### config.mk
export PLATFORM = sky130hd
export DESIGN_NAME = fgn_div_cell
export DESIGN_NICKNAME = d
export VERILOG_FILES = /design/src/rtl/fgn_pkg.sv /design/src/rtl/fgn_div_cell.sv
export SDC_FILE = /design/constraint.sdc
export NUM_CORES = 1
export LEC_CHECK = 0
export ABC_AREA = 0
export ABC_CLOCK_PERIOD_IN_PS = 6700
export BUFFER_PORTS_ARGS = -buffer_cell sky130_fd_sc_hd__buf_2
export CAP_MARGIN = 25
export CORE_MARGIN = 1
export CORE_UTILIZATION = 54
export DETAILED_ROUTE_END_ITERATION = 12
export PLACE_DENSITY = 0.86
export SLEW_MARGIN = 0
export SYNTH_ARGS = -nofsm -noshare
export SYNTH_HDL_FRONTEND = slang
export SYNTH_SLANG_ARGS = --single-unit
### constraint.sdc
create_clock -name clk -period 6.7 [get_ports clk]
set_input_delay 1.34 -clock clk [delete_from_list [all_inputs] [get_ports clk]]
set_output_delay 1.34 -clock clk [all_outputs]
set_load 0.005 [all_outputs]
### src/rtl/fgn_pkg.sv
// shared types, constants and arithmetic helpers for the fractal gradient noise block
`timescale 1ns / 1ps
package fgn_pkg;

  localparam int MAX_OCTAVES_DEF     = 8;
  localparam int COORD_FRAC_BITS_DEF = 16;

  localparam int AMP_W     = 17;
  localparam int CNT_W     = 5;
  localparam int CFG_IDX_W = 8;
  localparam int Q_W       = 17;

  localparam logic [31:0] HASH_MUL = 32'h27d4eb2d;

  localparam logic [CFG_IDX_W-1:0] REG_NOISE_SEED   = 8'd0;
  localparam logic [CFG_IDX_W-1:0] REG_OCTAVE_COUNT = 8'd1;
  localparam logic [CFG_IDX_W-1:0] REG_PERSISTENCE  = 8'd2;

  localparam logic [AMP_W-1:0] AMP_ONE    = 17'h10000;
  localparam logic [17:0]      FADE_THREE = 18'd196608;
  localparam logic [Q_W-1:0]   Q_LIMIT    = 17'd32768;

  typedef struct packed {
    logic [31:0]      cx;
    logic [31:0]      cz;
    logic [31:0]      seed;
    logic [AMP_W-1:0] amp;
  } ctx_t;

  typedef struct packed {
    logic valid;
    logic neg;
    logic ovf;
  } div_ctl_t;

  function automatic logic [31:0] hash_mul(input logic [31:0] a);
    logic [31:0] p;
    p = a * HASH_MUL;
    return p;
  endfunction

  function automatic logic signed [18:0] grad(input logic [2:0] g,
                                              input logic signed [17:0] dx,
                                              input logic signed [17:0] dz);
    logic signed [18:0] u;
    logic signed [18:0] v;
    u = g[2] ? 19'(dz) : 19'(dx);
    v = g[2] ? 19'(dx) : 19'(dz);
    return (g[0] ? -u : u) + (g[1] ? -v : v);
  endfunction

  function automatic logic signed [19:0] lerp(input logic signed [19:0] a,
                                              input logic signed [19:0] b,
                                              input logic [15:0] w);
    logic signed [20:0] diff;
    logic signed [37:0] prod;
    logic signed [21:0] sum;
    diff = 21'(b) - 21'(a);
    prod = diff * $signed({1'b0, w});
    sum  = 22'(a) + $signed(prod[37:16]);
    return sum[19:0];
  endfunction

endpackage

### src/rtl/fgn_div_cell.sv
// one restoring division step producing a single quotient bit
`timescale 1ns / 1ps
module fgn_div_cell import fgn_pkg::*; #(
  parameter int K     = 0,
  parameter int NUM_W = 44,
  parameter int DEN_W = 23
) (
  input  logic             clk,
  input  logic             rst_n,
  input  logic             en,
  input  div_ctl_t         in_ctl,
  input  logic [NUM_W-1:0] in_rem,
  input  logic [DEN_W-1:0] in_den,
  input  logic [Q_W-1:0]   in_q,
  output div_ctl_t         out_ctl,
  output logic [NUM_W-1:0] out_rem,
  output logic [DEN_W-1:0] out_den,
  output logic [Q_W-1:0]   out_q
);

  logic [NUM_W-1:0] trial;
  logic             take;
  div_ctl_t         ctl_r;
  logic [NUM_W-1:0] rem_r;
  logic [DEN_W-1:0] den_r;
  logic [Q_W-1:0]   q_r;

  assign trial = NUM_W'(in_den) << K;
  assign take  = in_rem >= trial;

  always_ff @(posedge clk) begin
    if (!rst_n) begin
      ctl_r <= '0;
    end else if (en) begin
      ctl_r <= in_ctl;
    end
  end

  always_ff @(posedge clk) begin
    if (en) begin
      rem_r <= take ? in_rem - trial : in_rem;
      den_r <= in_den;
      q_r   <= in_q | (take ? (Q_W'(1) << K) : '0);
    end
  end

  assign out_ctl = ctl_r;
  assign out_rem = rem_r;
  assign out_den = den_r;
  assign out_q   = q_r;

endmodule
# == Yosys cells after proc, flatten, opt, wreduce, memory -nomap -nowiden ==
# Cells that the tools add are included.
# op_classes
bitwise,1
n_addsub,1
magnitude_cmp,1
mux,2
# op_table
operator,n
$ge 44x23->1,1
$mux 44,1
$sub 44x23->44,1
$or 17x1->17,1
$mux 1,1
# word_totals
output_inout_bits,87
reg_bits,87

# == Depth between registers and ports, before layout ==
# Gate-level depths: netlist of the first run.
# depth
depth_word,3
ltp_mapped,12

# == Least setup slack after synthesis of the first run ==
# No wires, ideal clock.
# synth_path
path_type,input to register
from,input in_rem[0]
to,"register rem_r[33] (netlist: out_rem[33]), data pin"
cell_stages,12
slack_ps,2790
setup_ps,258
arrival_time_ps,3652
path_cell_list,inv_1 > ha_1 > fa_1 > nand2b_1 > a21o_1 > a2111o_1 > o211ai_1 > or2_1 > buf_2 > buf_6 > nand4_1 > xnor2_1
# synth_via
elab_chain_len,2
# synth_rtl
item,line_no,rtl
from (decl),fgn_div_cell.sv:12,"input logic [NUM_W-1:0] in_rem,"
$sub 44x23->44 / $ge 44x23->1 (equally long branches),"fgn_div_cell.sv:41, fgn_div_cell.sv:29",
$mux 44 (*),fgn_div_cell.sv:41,rem_r <= take ? in_rem - trial : in_rem;
to (signal assigned),fgn_div_cell.sv:41,
to (decl),fgn_div_cell.sv:24,logic [NUM_W-1:0] rem_r;
# Every way passes the cells marked *; elsewhere a longest branch is shown, timed or not.
# A chain may end at the register's enable or synchronous reset.

# == Worst setup path after layout of the first run ==
# layout_path
from,input in_rem[0]
to,"register rem_r[10] (netlist: out_rem[10]), data pin"
# The elaborated chain is that of the path after synthesis.

==> out/results.txt, run 1 <==
clock root buffer - clkbuf_8
final core occ - 69.0%
max frequency - 222 MHz
initial antenna violation count - 0
H-Tree Depth - 3
synthesized instance count - 441
Tcrit/Tclk final - 67.2%
Clk pin slew, worst setup/hold paths - 0.10 ns
most common cell after layout, fill and taps aside - buf_2
Area growth syn-to-layout - 23.9%
Post-CTS Hold Buffers - 0
synth warn - 0
area leader, netlist - edfxtp_1
fill cell count - 661
Worst EP required - 6.81 ns
crit path kind - primary input to flip-flop
DRC viols - 0
Most used DFF post-synth - edfxtp_1
Max-slew headroom - 41.0%
Tot GR Track Use - 25.8%
number of max-cap violations - 0
share of cells above drive strength 1 - 33.4%
CP Data Arrival Time - 4.61 ns
First-pass DRT Iterations - 5
CTS buffer count - 9
Leakage Power - 0.00255 uW
post-synthesis cell type count - 56
later-pin clock latency in the skew report - 0.36 ns
total number of vias - 4181
Post-synth EDFFs - 84
number of global-route vias before repair - 3927
clock sink count - 87
Syn Nets - 555
final setup fails - 0
cts repair resizes - 0
CTS Buffer Depth - 2
Reg area - 2580 sq um
die width - 96.6 um
number of routed nets with antenna violations - 0
outcome - finished clean
Worst Tran Pin Value - 0.885 ns
Row Count - 34
largest net degree at the start of global routing - 88
maximum vdd drop - 0.100 mV
Synth area leaders - edfxtp_1 52%, ha_1 6.0%, a21oi_1 4.9%
crit end category - flip-flop
final wirelength - 12.0 mm
GP Congestion - 0.930
fin crit period - 4.50 ns
Yosys reg bits - 87
CP Launch Type - primary input
Multi-input gate area - 2060 sq um
first-pass GRT wire length - 18.2 mm
Initial Utilization - 55.7%
fin. max-slew vios - 0
clk_skew - 0 ns
die area - 9330 sq um
async set-or-reset flop fraction in the synthesized netlist - 0%
diode count - 0
routed length per placed instance - 16.5 um
postcts setup bufs - 0
commonest non-fill, non-tap cells in the layout - 175 x buf_2, 84 x edfxtp_1, 47 x a21oi_1
Synth Cell Area - 4830 sq um
setup_tns - 0 ns
RSZ-0062 raised after global routing - false
power per cell area - 220 nW/um^2
IO Count - 177
Initial DRC Count - 245
HPWL after DPL - 9.13 mm
post-synth top area share - 52.2%
port buffer count - 176
HP Class - flip-flop to flip-flop
Fin. Hold Viols - 0
nets - 725
Die Ht - 96.6 um
grt ovf - 0
synthesized area per cell - 11.0 sq um
CTS tree - done
core area - 8680 sq um
register area share after synthesis - 53.4%
crit path max fanout - 26
Via density - 5.77
## flip-flops by register name, summed over array words and instances (netlist names)
register  flops
out_ctl       3
out_den      23
out_q        17
out_rem      44
## power by group
part	switching (uW)	internal, uW	total (uW)
combinational	156	126	282
sequential	14.2	664	678
clock	212	143	355
total	382	933	1320
## per-layer routing
layer	up-vias	share of wire (%)	track usage [%]	routed length (um)
li1	1977	-	-	-
met1	1938	39	31.4	4640
met5	-	0	0	0
met2	235	49	43.6	5850
met4	0	2.0	9.80	245
met3	31	10	7.04	1210
## synth_stat cells, types with 2 or more instances
master and number:
nand4bb_1 2, o31ai_1 2, nand3_1 8, inv_1 28, nand2b_1 5, and3_1 3, o311ai_0 2, o21ai_0 20
nand4_1 11, a21oi_1 47, nand2_1 27, nor2b_1 4, or3_1 5, o211ai_1 3, nand4b_1 2, clkbuf_1 14
a21o_1 2, edfxtp_1 84, a31oi_1 4, a211o_1 2, or4_1 2, nor2_1 38, nor4_1 7, xor2_1 17
o21a_1 4, dfxtp_1 3, mux2i_1 4, or2_2 3, buf_2 4, and2_1 2, nor3_1 8, a211oi_1 3
nor3b_1 2, or4_4 3, ha_1 23, xnor2_1 23
## area by class of cell
cell class | count | area share [%]
multi-input cells | 307 | 34.4
repair buffers | 178 | 15.3
clock inverters | 7 | 1.02
inverters | 28 | 1.76
well taps | 108 | 2.26
flip-flops and latches | 87 | 43.1
clock buffers | 9 | 2.07
## per-stage QoR
step / setup WS, ns / hold WS [ns] / instances / cell area [sq um] / power [uW]
4_1_cts: 2.17 / 0.540 / 723 / 5960 / 1320
3_5_place_dp: 1.80 / 0.517 / 707 / 5770 / 967
6_report: 2.20 / 0.536 / 724 / 5990 / 1320
5_1_grt: 1.97 / 0.575 / 724 / 5990 / 1380
2_1_floorplan: 2.79 / 0.507 / 441 / 4830 / 834
3_3_place_gp: 2.01 / 0.494 / 707 / 5770 / 957
## cells by family after synthesis
family	count (synthesis)	synth area share, %
multiplexers	4	0.829
AO/OA/AOI/OAI	99	12.4
buffers and inverters	47	3.91
flip-flops	87	53.4
adder cells (fa/ha/maj)	24	6.37
XOR/XNOR	40	7.25
AND/OR/NAND/NOR	140	15.8
## worst max-delay path, cell delays in order
cell      delay, ns
buf_2          0.09
inv_1          0.04
ha_1           0.22
fa_1           0.41
nand2b_1       0.19
a21o_1         0.20
a2111o_1       0.41
o211ai_1       0.41
or2_1          0.76
buf_4          0.40
a21oi_1        0.12
## path summary, 6_finish.rpt
kind	start	to	slack, ns	cells past startpoint
hold / removal	out_ctl[0]	out_ctl[0]	0.54	2
setup reg to reg	out_ctl[2]	out_ctl[2]	6.09	2
setup / recovery	in_rem[0]	out_rem[10]	2.20	11
hold reg to reg	out_ctl[0]	out_ctl[0]	0.54	2
No activity file was read; power rests on OpenSTA's default activity.
==> run 2, diff against run 1 <==
- ABC_CLOCK_PERIOD_IN_PS: 6700 -> 4200
- CORE_UTILIZATION: 54 -> 50
- PLACE_DENSITY: 0.86 -> 0.81
- clock period: 6.7 -> 4.2 ns (I/O delays scaled with it)
==> out/results.txt, run 2 (synthesized netlist as in run 1, its figures left out) <==
outcome - finished clean
switching share of power - 27.3%
crit path kind - primary input to flip-flop
most used cell, CP - a21oi_1
IO Count - 177
cts repair resizes - 0
port buffer count - 176
register share of total power - 49.1%
Tot GR Track Use - 24.6%
fill cell count - 770
CP Launch Point - in_den[2]
Initial DRC Count - 259
die area - 10100 sq um
FF-to-FF path depth - 2
largest net degree at the start of global routing - 37
Design Power - 2200 uW
Psw - 601 uW
Row Count - 35
clock sink count - 87
fin crit period - 3.55 ns
Fin. Hold Viols - 0
Critical-path top delay cell - o311ai_0
number of routed nets with antenna violations - 0
grt ovf - 0
share of cells above drive strength 1 - 34.0%
routed length per placed instance - 16.3 um
Post-DP Area - 5850 sq um
FF-to-FF Start - out_ctl[2]
Area growth syn-to-layout - 25.7%
fin. max-slew vios - 0
Die Ht - 100 um
number of max-cap violations - 0
Worst setup endpoint - out_rem[39]
final setup fails - 0
worst path cell trace - buf_2 > inv_1 > ha_1 > a21oi_1 > a2111oi_0 > nor2_1 > o311ai_0 > a21oi_1 > nor4bb_1 > xor2_1
GP Congestion - 0.899
Post-CTS Hold Buffers - 0
R2R setup slack - 3.58 ns
later-pin clock latency in the skew report - 0.35 ns
number of global-route vias before repair - 3994
postcts setup bufs - 0
core area - 9280 sq um
initial antenna violation count - 0
First-pass DRT Iterations - 5
DRC viols - 0
Largest stage delay, worst path - 0.61 ns
Int Pwr - 1600 uW
Reg area - 2580 sq um
final wirelength - 12.2 mm
Via density - 5.60
clock root buffer - clkbuf_8
Multi-input gate area - 2060 sq um
clock power share - 30.3%
HPWL after DPL - 9.51 mm
max frequency - 281 MHz
CP bufs+invs - 2
H-Tree Depth - 3
delay-heaviest family, CP - compound AO/OA/AOI/OAI gates
reg2reg end - out_ctl[2]
diode count - 0
Initial Utilization - 52.0%
Levels on crit path - 10
CTS tree - done
first-pass GRT wire length - 19.1 mm
Largest register FFs - 44
power per cell area - 363 nW/um^2
nets - 730
CP Launch Type - primary input
clk_skew - 0 ns
finished layout cell area - 6070 sq um
RSZ-0062 raised after global routing - false
die width - 100 um
most common cell after layout, fill and taps aside - buf_2
setup_tns - 0 ns
HP Class - flip-flop to flip-flop
Max-slew headroom - 51.5%
Worst EP required - 4.29 ns
CTS Buffer Depth - 2
crit end category - flip-flop
commonest non-fill, non-tap cells in the layout - 175 x buf_2, 84 x edfxtp_1, 47 x a21oi_1
Tcrit/Tclk final - 84.6%
worst hold margin - 0.537 ns
crit path max fanout - 9
Worst Tran Pin Value - 0.728 ns
Leakage Power - 0.00258 uW
total number of vias - 4200
Comb pwr share - 20.6%
CTS buffer count - 9
Clk pin slew, worst setup/hold paths - 0.09 ns
CP Data Arrival Time - 3.65 ns
worst hold path cell count - 2
maximum vdd drop - 0.213 mV
## run 2: cell count changes in the layout (fill, tap and decap cells not counted)
| cell | previous run | this run |
|---|---|---|
| buf_16 | 1 | 0 |
| inv_8 | 2 | 0 |
| clkinv_4 | 0 | 1 |
| buf_4 | 2 | 8 |
| clkinv_2 | 1 | 0 |
| bufinv_16 | 0 | 2 |
## run 2: routing by layer
layer | track usage (%) | wire length, um
met1 | 30.9 | 5130
met2 | 41.7 | 5910
met3 | 5.85 | 899
met4 | 8.14 | 260
met5 | 0 | 0
## run 2: stage by stage
step	worst slack, ns	util, %	std cells
after floorplan	0.790	-	441
after global placement	0.520	63.0	734
after detailed placement	0.335	63.0	734
after CTS	0.702	65.4	750
after global routing	0.430	65.4	750
final	0.646	65.4	750
## run 2: how the worst min path moves through the flow
stage,endpoint,start
3_5_place_dp,out_ctl[0],out_ctl[0]
5_1_grt,out_ctl[0],out_ctl[0]
4_1_cts,out_ctl[0],out_ctl[0]
6_report,out_ctl[0],out_ctl[0]
2_1_floorplan,out_ctl[0],out_ctl[0]
3_3_place_gp,out_ctl[1],out_ctl[1]
## run 2: power by group through the flow
stage | registers (uW) | logic (uW) | clock network [uW]
floorplan | 1110 | 216 | 0
global placement | 1100 | 435 | 0
detailed placement | 1100 | 448 | 0
CTS | 1080 | 451 | 676
global route | 1090 | 500 | 716
finish | 1080 | 454 | 668
## run 2: layout make-up
cell class	instances	area share, %
sequential	87	42.5
multi-input combinational	307	33.9
timing repair buffer	183	15.4
tap	129	2.66
clock buffer	9	2.04
inverter	28	1.73
clock inverter	7	1.69
## run 2: worst register-to-register path, stage by stage (launching register included)
cell	delay (ns)
dfxtp_1	0.32
mux2i_1	0.14
nor2b_1	0.06
